[src/rtl/hsj_pkg.sv]
// Shared constants and types for the Halton sub-pixel jitter block.
// Depends on nothing; used by hsj_div, halton_subpixel_jitter, the checker and the testbench.
`timescale 1ns / 1ps
`default_nettype none

package hsj_pkg;

    localparam int PHASE_W  = 9;
    localparam int DIM_W    = 15;
    localparam int FRAME_W  = 64;
    localparam int PIX_W    = 16;
    localparam int NDC_W    = 18;
    localparam int IDX_W    = 9;
    localparam int NUM3_W   = 10;

    localparam int MAX_PHASES = 256;

    // frame index is reduced two bits per cycle
    localparam int MOD_STEPS = FRAME_W / 2;
    localparam int MOD_CNT_W = $clog2(MOD_STEPS);

    // shared divider: 18 quotient bits, two per cycle
    localparam int DIV_Q_W   = 18;
    localparam int DIV_STEPS = DIV_Q_W / 2;
    localparam int DIV_CNT_W = $clog2(DIV_STEPS);

    localparam logic [PHASE_W-1:0] PHASE_RST  = 9'd8;
    localparam logic [DIM_W-1:0]   WIDTH_RST  = 15'd1920;
    localparam logic [DIM_W-1:0]   HEIGHT_RST = 15'd1080;

    // register indexes (paddr[3:2])
    localparam logic [1:0] REG_PHASE_COUNT = 2'd0;
    localparam logic [1:0] REG_VP_WIDTH    = 2'd1;
    localparam logic [1:0] REG_VP_HEIGHT   = 2'd2;

    typedef struct packed {
        logic [DIM_W-1:0]   rem_init;
        logic [DIV_Q_W-1:0] dividend;
        logic [DIM_W-1:0]   divisor;
    } div_req_t;

    typedef struct packed {
        logic busy;
        logic done;
    } div_stat_t;

endpackage

`default_nettype wire

[src/rtl/hsj_div.sv]
// Radix-4 restoring divider, two quotient bits per cycle.
// Depends on hsj_pkg.
`timescale 1ns / 1ps
`default_nettype none

module hsj_div (
    input  wire logic                      clk,
    input  wire logic                      rst_n,
    input  wire logic                      start,
    input  wire hsj_pkg::div_req_t         req,
    output hsj_pkg::div_stat_t             stat,
    output logic [hsj_pkg::DIV_Q_W-1:0]    quotient
);

    logic                          busy_reg, busy_next;
    logic                          done_reg, done_next;
    logic [hsj_pkg::DIV_CNT_W-1:0] cnt_reg, cnt_next;
    logic [hsj_pkg::DIM_W-1:0]     rem_reg, rem_next;
    logic [hsj_pkg::DIV_Q_W-1:0]   q_reg, q_next;
    logic [hsj_pkg::DIM_W-1:0]     div_reg, div_next;

    logic [hsj_pkg::DIM_W-1:0]     r_step;
    logic [hsj_pkg::DIV_Q_W-1:0]   q_step;
    logic [hsj_pkg::DIM_W:0]       r2;
    logic                          ge;

    // two dependent restoring steps per cycle
    always_comb
    begin
        r_step = rem_reg;
        q_step = q_reg;
        r2     = '0;
        ge     = 1'b0;
        for (int k = 0; k < 2; k++)
        begin
            r2     = {r_step, q_step[hsj_pkg::DIV_Q_W-1]};
            ge     = (r2 >= {1'b0, div_reg});
            r_step = ge ? hsj_pkg::DIM_W'(r2 - {1'b0, div_reg})
                        : hsj_pkg::DIM_W'(r2);
            q_step = {q_step[hsj_pkg::DIV_Q_W-2:0], ge};
        end
    end

    always_comb
    begin
        busy_next = busy_reg;
        done_next = 1'b0;
        cnt_next  = cnt_reg;
        rem_next  = rem_reg;
        q_next    = q_reg;
        div_next  = div_reg;
        if (start)
        begin
            busy_next = 1'b1;
            cnt_next  = '0;
            rem_next  = req.rem_init;
            q_next    = req.dividend;
            div_next  = req.divisor;
        end
        else if (busy_reg)
        begin
            rem_next = r_step;
            q_next   = q_step;
            cnt_next = cnt_reg + 1'b1;
            if (cnt_reg == hsj_pkg::DIV_CNT_W'(hsj_pkg::DIV_STEPS - 1))
            begin
                busy_next = 1'b0;
                done_next = 1'b1;
            end
        end
    end

    always_ff @(posedge clk or negedge rst_n)
    begin
        if (!rst_n)
        begin
            busy_reg <= 1'b0;
            done_reg <= 1'b0;
            cnt_reg  <= '0;
        end
        else
        begin
            busy_reg <= busy_next;
            done_reg <= done_next;
            cnt_reg  <= cnt_next;
        end
    end

    always_ff @(posedge clk)
    begin
        rem_reg <= rem_next;
        q_reg   <= q_next;
        div_reg <= div_next;
    end

    assign stat.busy = busy_reg;
    assign stat.done = done_reg;
    assign quotient  = q_reg;

endmodule

`default_nettype wire

[src/rtl/halton_subpixel_jitter.sv]
// Halton (base 2 / base 3) sub-pixel jitter with NDC offsets.
// Depends on hsj_pkg and hsj_div.
//
//  channel   dir  handshake                 payload
//  s_*       in   s_tvalid / s_tready       s_tdata: frame_index
//  m_*       out  m_tvalid / m_tready       m_tdata: pixel_x, pixel_y, ndc_x, ndc_y
//                                           m_tuser: bad_viewport
//  apb       in   psel/penable, pready=1    phase_count, viewport_width, viewport_height
//
// One request in flight. A normal request runs through the 2-bit-per-cycle modulo
// loop, base-3 digit extraction, then three passes through the shared divider.
// Empty viewport or zero phase count: straight from idle to the done state.
// s_tready is high only while idle; a finished result sits in the output
// register, so the next request is taken while m_tready is low.
// rst_n is asynchronous; control and configuration registers reset, datapath ones do not.
`timescale 1ns / 1ps
`default_nettype none

module halton_subpixel_jitter (
    input  wire logic        clk,
    input  wire logic        rst_n,
    // request: [63:0] frame_index
    input  wire logic        s_tvalid,
    output logic             s_tready,
    input  wire logic [63:0] s_tdata,
    // result: [15:0] pixel_x, [31:16] pixel_y, [49:32] ndc_x, [67:50] ndc_y,
    //         [71:68] zero
    output logic             m_tvalid,
    input  wire logic        m_tready,
    output logic [71:0]      m_tdata,
    // result: [0] bad_viewport
    output logic [0:0]       m_tuser,
    // configuration
    input  wire logic        psel,
    input  wire logic        penable,
    input  wire logic        pwrite,
    input  wire logic [3:0]  paddr,
    input  wire logic [31:0] pwdata,
    output logic [31:0]      prdata,
    output logic             pready
);

    localparam logic [2:0] S_IDLE = 3'd0;
    localparam logic [2:0] S_MOD  = 3'd1;
    localparam logic [2:0] S_DIG  = 3'd2;
    localparam logic [2:0] S_RI3  = 3'd3;
    localparam logic [2:0] S_NX   = 3'd4;
    localparam logic [2:0] S_NY   = 3'd5;
    localparam logic [2:0] S_DONE = 3'd6;

    // ---------------- configuration registers ----------------
    logic [hsj_pkg::PHASE_W-1:0] phase_count_reg;
    logic [hsj_pkg::DIM_W-1:0]   vp_width_reg;
    logic [hsj_pkg::DIM_W-1:0]   vp_height_reg;
    logic                        cfg_wr;

    assign pready = 1'b1;
    assign cfg_wr = psel && penable && pwrite;

    always_ff @(posedge clk or negedge rst_n)
    begin
        if (!rst_n)
        begin
            phase_count_reg <= hsj_pkg::PHASE_RST;
            vp_width_reg    <= hsj_pkg::WIDTH_RST;
            vp_height_reg   <= hsj_pkg::HEIGHT_RST;
        end
        else if (cfg_wr)
        begin
            unique case (paddr[3:2])
                hsj_pkg::REG_PHASE_COUNT: phase_count_reg <= pwdata[hsj_pkg::PHASE_W-1:0];
                hsj_pkg::REG_VP_WIDTH:    vp_width_reg    <= pwdata[hsj_pkg::DIM_W-1:0];
                hsj_pkg::REG_VP_HEIGHT:   vp_height_reg   <= pwdata[hsj_pkg::DIM_W-1:0];
                default: ;
            endcase
        end
    end

    always_comb
    begin
        unique case (paddr[3:2])
            hsj_pkg::REG_PHASE_COUNT: prdata = {23'd0, phase_count_reg};
            hsj_pkg::REG_VP_WIDTH:    prdata = {17'd0, vp_width_reg};
            hsj_pkg::REG_VP_HEIGHT:   prdata = {17'd0, vp_height_reg};
            default:                  prdata = '0;
        endcase
    end

    // ---------------- datapath state ----------------
    logic [2:0]                    state_reg, state_next;
    logic [hsj_pkg::FRAME_W-1:0]   frame_reg, frame_next;
    logic [hsj_pkg::MOD_CNT_W-1:0] cnt_reg, cnt_next;
    logic [hsj_pkg::PHASE_W-1:0]   phases_reg, phases_next;
    logic [hsj_pkg::PHASE_W-1:0]   rem_reg, rem_next;
    logic [hsj_pkg::IDX_W-1:0]     t_reg, t_next;
    logic [hsj_pkg::NUM3_W-1:0]    num_reg, num_next;
    logic [hsj_pkg::NUM3_W-1:0]    den_reg, den_next;
    logic [hsj_pkg::PIX_W-1:0]     px_reg, px_next;
    logic [hsj_pkg::PIX_W-1:0]     py_reg, py_next;
    logic [hsj_pkg::NDC_W-1:0]     nx_reg, nx_next;
    logic [hsj_pkg::NDC_W-1:0]     ny_reg, ny_next;
    logic                          bad_reg, bad_next;

    // output register
    logic                          m_valid_reg, m_valid_next;
    logic [hsj_pkg::PIX_W-1:0]     o_px_reg, o_py_reg;
    logic [hsj_pkg::NDC_W-1:0]     o_nx_reg, o_ny_reg;
    logic                          o_bad_reg;
    logic                          out_load;

    logic                          s_acc;
    logic [hsj_pkg::PHASE_W-1:0]   phases_c;
    logic [hsj_pkg::PHASE_W-1:0]   rem_step;
    logic [hsj_pkg::PHASE_W:0]     rem2;
    logic                          rem_ge;
    logic [hsj_pkg::IDX_W-1:0]     idx_c;
    logic [hsj_pkg::PIX_W-1:0]     px_c;
    logic [18:0]                   prod3;
    logic [hsj_pkg::IDX_W-1:0]     t_div3;
    logic [1:0]                    digit;

    logic                          div_start;
    hsj_pkg::div_req_t             div_req;
    hsj_pkg::div_stat_t            div_stat;
    logic [hsj_pkg::DIV_Q_W-1:0]   div_q;

    // |2*v| for a signed 16-bit v, as an 18-bit dividend
    function automatic logic [hsj_pkg::DIV_Q_W-1:0] mag2(input logic [hsj_pkg::PIX_W-1:0] v);
        logic [hsj_pkg::PIX_W:0] a;
        a = v[hsj_pkg::PIX_W-1] ? ((hsj_pkg::PIX_W+1)'(0) - {1'b1, v}) : {1'b0, v};
        return {a, 1'b0};
    endfunction

    assign s_tready = (state_reg == S_IDLE);
    assign s_acc    = s_tvalid && s_tready;

    // saturate phase count to the supported cycle length
    assign phases_c = ({23'd0, phase_count_reg} > 32'(hsj_pkg::MAX_PHASES))
                      ? hsj_pkg::PHASE_W'(hsj_pkg::MAX_PHASES) : phase_count_reg;

    // modulo: two frame bits per cycle, MSB first
    always_comb
    begin
        rem_step = rem_reg;
        rem2     = '0;
        rem_ge   = 1'b0;
        for (int k = 0; k < 2; k++)
        begin
            rem2     = {rem_step, frame_reg[hsj_pkg::FRAME_W-1-k]};
            rem_ge   = (rem2 >= {1'b0, phases_reg});
            rem_step = rem_ge ? hsj_pkg::PHASE_W'(rem2 - {1'b0, phases_reg})
                              : hsj_pkg::PHASE_W'(rem2);
        end
    end

    // remainder < phases <= 256, so the +1 stays in 9 bits
    assign idx_c = hsj_pkg::IDX_W'(rem_step + 1'b1);

    // base-2 radical inverse is the bit-reversed index; minus one half flips the MSB
    always_comb
    begin
        px_c = '0;
        for (int i = 0; i < hsj_pkg::IDX_W; i++)
            px_c[hsj_pkg::PIX_W-1-i] = idx_c[i];
        px_c[hsj_pkg::PIX_W-1] = ~px_c[hsj_pkg::PIX_W-1];
    end

    // t/3 by reciprocal: exact for t < 512
    assign prod3  = 19'(t_reg) * 19'd683;
    assign t_div3 = hsj_pkg::IDX_W'(prod3[18:11]);
    assign digit  = 2'(t_reg - hsj_pkg::IDX_W'({t_div3, 1'b0} + t_div3));

    // divider operands, chosen by the state that launches the pass
    always_comb
    begin
        div_req = '0;
        unique case (state_reg)
            S_DIG:
            begin
                div_req.rem_init = hsj_pkg::DIM_W'(num_reg);
                div_req.divisor  = hsj_pkg::DIM_W'(den_reg);
            end
            S_RI3:
            begin
                div_req.dividend = mag2(px_reg);
                div_req.divisor  = vp_width_reg;
            end
            S_NX:
            begin
                div_req.dividend = mag2(py_reg);
                div_req.divisor  = vp_height_reg;
            end
            default: ;
        endcase
    end

    hsj_div u_div (
        .clk      (clk),
        .rst_n    (rst_n),
        .start    (div_start),
        .req      (div_req),
        .stat     (div_stat),
        .quotient (div_q)
    );

    assign out_load = (state_reg == S_DONE) && (!m_valid_reg || m_tready);

    always_comb
    begin
        state_next  = state_reg;
        frame_next  = frame_reg;
        cnt_next    = cnt_reg;
        phases_next = phases_reg;
        rem_next    = rem_reg;
        t_next      = t_reg;
        num_next    = num_reg;
        den_next    = den_reg;
        px_next     = px_reg;
        py_next     = py_reg;
        nx_next     = nx_reg;
        ny_next     = ny_reg;
        bad_next    = bad_reg;
        div_start   = 1'b0;

        unique case (state_reg)
            S_IDLE:
            begin
                if (s_acc)
                begin
                    frame_next  = s_tdata;
                    phases_next = phases_c;
                    rem_next    = '0;
                    cnt_next    = '0;
                    px_next     = '0;
                    py_next     = '0;
                    nx_next     = '0;
                    ny_next     = '0;
                    bad_next    = (vp_width_reg == '0) || (vp_height_reg == '0);
                    if (bad_next || (phases_c == '0))
                        state_next = S_DONE;
                    else
                        state_next = S_MOD;
                end
            end
            S_MOD:
            begin
                frame_next = {frame_reg[hsj_pkg::FRAME_W-3:0], 2'b00};
                rem_next   = rem_step;
                cnt_next   = cnt_reg + 1'b1;
                if (cnt_reg == hsj_pkg::MOD_CNT_W'(hsj_pkg::MOD_STEPS - 1))
                begin
                    t_next     = idx_c;
                    px_next    = px_c;
                    num_next   = '0;
                    den_next   = hsj_pkg::NUM3_W'(1);
                    state_next = S_DIG;
                end
            end
            S_DIG:
            begin
                if (t_reg == '0)
                begin
                    div_start  = 1'b1;
                    state_next = S_RI3;
                end
                else
                begin
                    t_next   = t_div3;
                    num_next = hsj_pkg::NUM3_W'({num_reg, 1'b0} + num_reg + digit);
                    den_next = hsj_pkg::NUM3_W'({den_reg, 1'b0} + den_reg);
                end
            end
            S_RI3:
            begin
                if (div_stat.done)
                begin
                    // quotient carries two extra fraction bits
                    py_next    = {~div_q[hsj_pkg::DIV_Q_W-1], div_q[hsj_pkg::DIV_Q_W-2:2]};
                    div_start  = 1'b1;
                    state_next = S_NX;
                end
            end
            S_NX:
            begin
                if (div_stat.done)
                begin
                    nx_next    = px_reg[hsj_pkg::PIX_W-1] ? (hsj_pkg::NDC_W'(0) - div_q) : div_q;
                    div_start  = 1'b1;
                    state_next = S_NY;
                end
            end
            S_NY:
            begin
                if (div_stat.done)
                begin
                    // vertical offset is negated
                    ny_next    = py_reg[hsj_pkg::PIX_W-1] ? div_q : (hsj_pkg::NDC_W'(0) - div_q);
                    state_next = S_DONE;
                end
            end
            S_DONE:
            begin
                if (out_load)
                    state_next = S_IDLE;
            end
            default: state_next = S_IDLE;
        endcase
    end

    assign m_valid_next = out_load ? 1'b1 : (m_valid_reg && !m_tready);

    always_ff @(posedge clk or negedge rst_n)
    begin
        if (!rst_n)
        begin
            state_reg   <= S_IDLE;
            cnt_reg     <= '0;
            m_valid_reg <= 1'b0;
        end
        else
        begin
            state_reg   <= state_next;
            cnt_reg     <= cnt_next;
            m_valid_reg <= m_valid_next;
        end
    end

    always_ff @(posedge clk)
    begin
        frame_reg  <= frame_next;
        phases_reg <= phases_next;
        rem_reg    <= rem_next;
        t_reg      <= t_next;
        num_reg    <= num_next;
        den_reg    <= den_next;
        px_reg     <= px_next;
        py_reg     <= py_next;
        nx_reg     <= nx_next;
        ny_reg     <= ny_next;
        bad_reg    <= bad_next;
        if (out_load)
        begin
            o_px_reg  <= px_reg;
            o_py_reg  <= py_reg;
            o_nx_reg  <= nx_reg;
            o_ny_reg  <= ny_reg;
            o_bad_reg <= bad_reg;
        end
    end

    assign m_tvalid = m_valid_reg;
    assign m_tdata  = {4'd0, o_ny_reg, o_nx_reg, o_py_reg, o_px_reg};
    assign m_tuser  = o_bad_reg;

    // ---------------- assertions ----------------
    a_bad_zero: assert property (@(posedge clk) disable iff (!rst_n)
        (m_tvalid && m_tuser[0]) |-> (m_tdata == '0))
        else $error("bad viewport result carries nonzero data");

    a_div_idle: assert property (@(posedge clk) disable iff (!rst_n)
        div_start |-> !div_stat.busy)
        else $error("divider launched while busy");

    a_one_req: assert property (@(posedge clk) disable iff (!rst_n)
        (s_tvalid && s_tready) |=> !s_tready)
        else $error("second request taken while one is in flight");

    a_mod_rem: assert property (@(posedge clk) disable iff (!rst_n)
        (state_reg == S_MOD) |-> (rem_reg < phases_reg))
        else $error("modulo remainder out of range");

endmodule

`default_nettype wire

[config.mk]
export PLATFORM = sky130hd
export DESIGN_NAME = halton_subpixel_jitter
export DESIGN_NICKNAME = d
export VERILOG_FILES = /design/src/rtl/hsj_pkg.sv /design/src/rtl/hsj_div.sv /design/src/rtl/halton_subpixel_jitter.sv
export SDC_FILE = /design/constraint.sdc
export NUM_CORES = 1
export LEC_CHECK = 0
export BUFFER_PORTS_ARGS = -buffer_cell sky130_fd_sc_hd__buf_2
export CAP_MARGIN = 40
export CORE_MARGIN = 1.5
export CORE_UTILIZATION = 30
export DETAILED_ROUTE_END_ITERATION = 8
export GPL_ROUTABILITY_DRIVEN = 0
export GPL_TIMING_DRIVEN = 0
export HOLD_SLACK_MARGIN = 0.1
export PLACE_DENSITY_LB_ADDON = 0.08
export RECOVER_POWER = 100
export SLEW_MARGIN = 20
export SYNTH_ARGS = -nofsm -noshare
export SYNTH_HDL_FRONTEND = slang
export SYNTH_HIERARCHICAL = 1
export SYNTH_SLANG_ARGS = --single-unit
[constraint.sdc]
create_clock -name clk -period 10.6 [get_ports clk]
set_clock_uncertainty 0.05 [all_clocks]
set_input_delay 1.59 -clock clk [delete_from_list [all_inputs] [get_ports clk]]
set_output_delay 1.59 -clock clk [all_outputs]
set_load 0.02 [all_outputs]
==> impl_metrics.prom <==
# TYPE chip_impl_metric gauge
chip_impl_metric{name="report.final.slew_viol_count",unit=""} 100
chip_impl_metric{name="clock_tree.buffer_depth",unit=""} 3
chip_impl_metric{name="dp_hpwl",unit="microns"} 40640
chip_impl_metric{name="syn-cell-area",unit="sq mm"} 0.01999
chip_impl_metric{name="drv.max_cap_violation_count",unit=""} 2
chip_impl_metric{name="finalHoldViolCount",unit=""} 0
chip_impl_metric{name="setup_viol_count_final",unit=""} 0
chip_impl_metric{name="antenna_violating_nets_post_route",unit=""} 0
chip_impl_metric{name="syn_avg_cell_area",unit="sq um"} 10.75
chip_impl_info{name="violated_checks",value="max-capacitance violations, max-slew violations"} 1
chip_impl_info{name="outcome",value="complete, but fails checks"} 1
chip_impl_metric{name="final.fill_count",unit=""} 6787
chip_impl_metric{name="leakage",unit="nW"} 9.028
chip_impl_metric{name="clkSlewWorstSetupHoldPaths",unit="ns"} 0.06
chip_impl_metric{name="post_cts_hold_buffer_count",unit=""} 0
chip_impl_metric{name="slowest_delay",unit="ns"} 0.57
chip_impl_metric{name="largest_net_degree_at_the_start_of_global_routing",unit=""} 55
chip_impl_metric{name="tightest_slew",unit="ns"} 2.972
chip_impl_metric{name="wirelength",unit="microns"} 52840
chip_impl_metric{name="grt_pass1_wl",unit="microns"} 82100
chip_impl_metric{name="avgRoutedWirePerCell",unit="microns"} 17.52
chip_impl_metric{name="h-tree-depth",unit=""} 2
chip_impl_metric{name="syn2layout_area_growth",unit="%"} 16.28
chip_impl_metric{name="num_vias",unit=""} 14205
chip_impl_metric{name="r2r.worst_path.cells",unit=""} 25
chip_impl_info{name="crit_path_top_delay_cell",value="sky130_fd_sc_hd__a41oi_1"} 1
chip_impl_info{name="rsz0062_at_grt",value="no"} 1
chip_impl_metric{name="cts.sinks",unit=""} 336
chip_impl_metric{name="coreArea",unit="sq mm"} 0.06586
chip_impl_info{name="path_delay_family",value="compound AO/OA/AOI/OAI gates"} 1
chip_impl_metric{name="layout.area.seq",unit="sq mm"} 0.009831
chip_impl_metric{name="postCtsSetupBuffers",unit=""} 0
chip_impl_metric{name="initial_utilization",unit="%"} 30.35
chip_impl_metric{name="period_share",unit="%"} 72.78
chip_impl_metric{name="viasPerCell",unit=""} 4.708
chip_impl_metric{name="final_net_count",unit=""} 2381
chip_impl_metric{name="die_area",unit="sq mm"} 0.06818
chip_impl_metric{name="totalNegativeSetupSlack",unit="ns"} 0
chip_impl_metric{name="grt_pass1_vias",unit=""} 14562
chip_impl_info{name="hold_path.class",value="reg2reg"} 1
chip_impl_metric{name="crit_required",unit="ns"} 10.85
chip_impl_info{name="cts_tree",value="built"} 1
chip_impl_info{name="kind_of_capture_point_of_the_worst_setup_path",value="register"} 1
chip_impl_metric{name="relSlewSlack",unit="%"} -98.13
chip_impl_metric{name="die_height",unit="microns"} 261.1
chip_impl_metric{name="p_per_area",unit="mW/mm^2"} 132.9
chip_impl_metric{name="placementRows",unit=""} 94
chip_impl_metric{name="synthesis.instances",unit=""} 1859
chip_impl_metric{name="drt_first_iter_violations",unit=""} 649
chip_impl_metric{name="arrival_time_at_the_worst_endpoint",unit="ns"} 7.97
chip_impl_metric{name="multi_input_area",unit="sq mm"} 0.009256
chip_impl_metric{name="drt_pass1_iterations",unit=""} 5
chip_impl_info{name="clock-root-buffer",value="sky130_fd_sc_hd__clkbuf_16"} 1
chip_impl_metric{name="finish.utilization",unit="%"} 35.29
chip_impl_metric{name="crit_path_time_final",unit="ns"} 7.715
chip_impl_metric{name="layout-drive-gt1-share",unit="%"} 12.59
chip_impl_metric{name="antenna_found_initial",unit=""} 1
chip_impl_metric{name="port-buffer-count",unit=""} 166
chip_impl_metric{name="worst-path-buf-inv",unit=""} 5
chip_impl_metric{name="max_freq",unit="MHz"} 129.6
chip_impl_info{name="critPathLaunchType",value="register"} 1
chip_impl_metric{name="crit_path_max_fanout",unit=""} 10
chip_impl_metric{name="synth_warnings",unit=""} 6
chip_impl_metric{name="io-pin-count",unit=""} 215
chip_impl_metric{name="cts_made_buffers",unit=""} 42
chip_impl_metric{name="max_reg_flops",unit=""} 64
chip_impl_info{name="timing_worst_setup_path_type",value="reg2reg"} 1
chip_impl_metric{name="grt_overflow",unit=""} 0
chip_impl_metric{name="drcViolationCount",unit=""} 0
chip_impl_metric{name="cp.depth",unit=""} 25
chip_impl_metric{name="power.ir.vdd_worst",unit="mV"} 0.08763
chip_impl_metric{name="groute.usage.overall",unit="%"} 15.50
chip_impl_metric{name="die_width",unit="microns"} 261.1
chip_impl_metric{name="timing.hold.worst_path_depth",unit=""} 0
chip_impl_metric{name="insertion_delay",unit="ns"} 0.56
chip_impl_metric{name="cts.repair.resized",unit=""} 0
chip_impl_metric{name="diodes",unit=""} 0
[final timing paths]
kind,startpoint,endpoint,slack (ns)
max,frame_reg[63]$_DFFE_PP_,px_reg[7]$_SDFFCE_PN0P_,2.89
min,nx_reg[8]$_SDFFCE_PP0P_,o_nx_reg[8]$_DFFE_PP_,0.37
min in group asynchronous,rst_n,vp_width_reg[4]$_DFFE_PN0P_,0.81
max reg2reg,frame_reg[63]$_DFFE_PP_,px_reg[7]$_SDFFCE_PN0P_,2.89
max in group asynchronous,rst_n,u_div/cnt_reg[3]$_DFFE_PN0P_,6.60
min reg2reg,nx_reg[8]$_SDFFCE_PP0P_,o_nx_reg[8]$_DFFE_PP_,0.37
[final cells by class]
type / instances / area share [%]
clock inverter: 23 / 1.050
clock buffer: 52 / 4.775
timing repair buffer: 185 / 3.461
multi-input combinational: 1344 / 39.83
inverter: 118 / 1.911
tap: 864 / 4.651
buffer: 95 / 2.029
sequential: 336 / 42.30
[metrics by stage]
stage	power (mW)	hold slack [ns]	instance area (sq um)	setup slack, ns	instances
floorplan	1.617	0.3503	20120	3.707	1893
global route	3.207	0.3747	23240	2.134	3017
detailed placement	1.689	0.3545	22250	2.985	2941
global placement	1.686	0.3551	22030	0.6143	2923
finish	3.088	0.3670	23240	2.885	3017
CTS	3.146	0.3684	23600	2.967	3016
[per-layer routing]
layer	GRT usage (%)	share of wire, %
met1	20.22	46
met2	26.19	47
met3	2.313	4.4
met4	5.316	2.8
met5	0	0
[cells in the final DEF (no fill, tap or decap), types with 58 or more instances in the layout]
| master | instances |
|---|---|
| sky130_fd_sc_hd__ha_1 | 125 |
| sky130_fd_sc_hd__xor2_1 | 58 |
| sky130_fd_sc_hd__inv_1 | 116 |
| sky130_fd_sc_hd__buf_2 | 87 |
| sky130_fd_sc_hd__clkbuf_1 | 171 |
| sky130_fd_sc_hd__a21oi_1 | 70 |
| sky130_fd_sc_hd__edfxtp_1 | 282 |
| sky130_fd_sc_hd__nand2_1 | 283 |
| sky130_fd_sc_hd__o21ai_0 | 75 |
| sky130_fd_sc_hd__mux2_2 | 71 |
| sky130_fd_sc_hd__nor2_1 | 130 |
[power by group]
group / internal, mW / switching (mW) / total [mW] / leakage (nW)
clock: 0.863 / 0.567 / 1.43 / 0.658
combinational: 0.0721 / 0.0764 / 0.148 / 5.60
sequential: 1.46 / 0.0473 / 1.51 / 2.77
total: 2.40 / 0.691 / 3.09 / 9.03
Note: power is estimated with default switching activity, not from simulation.
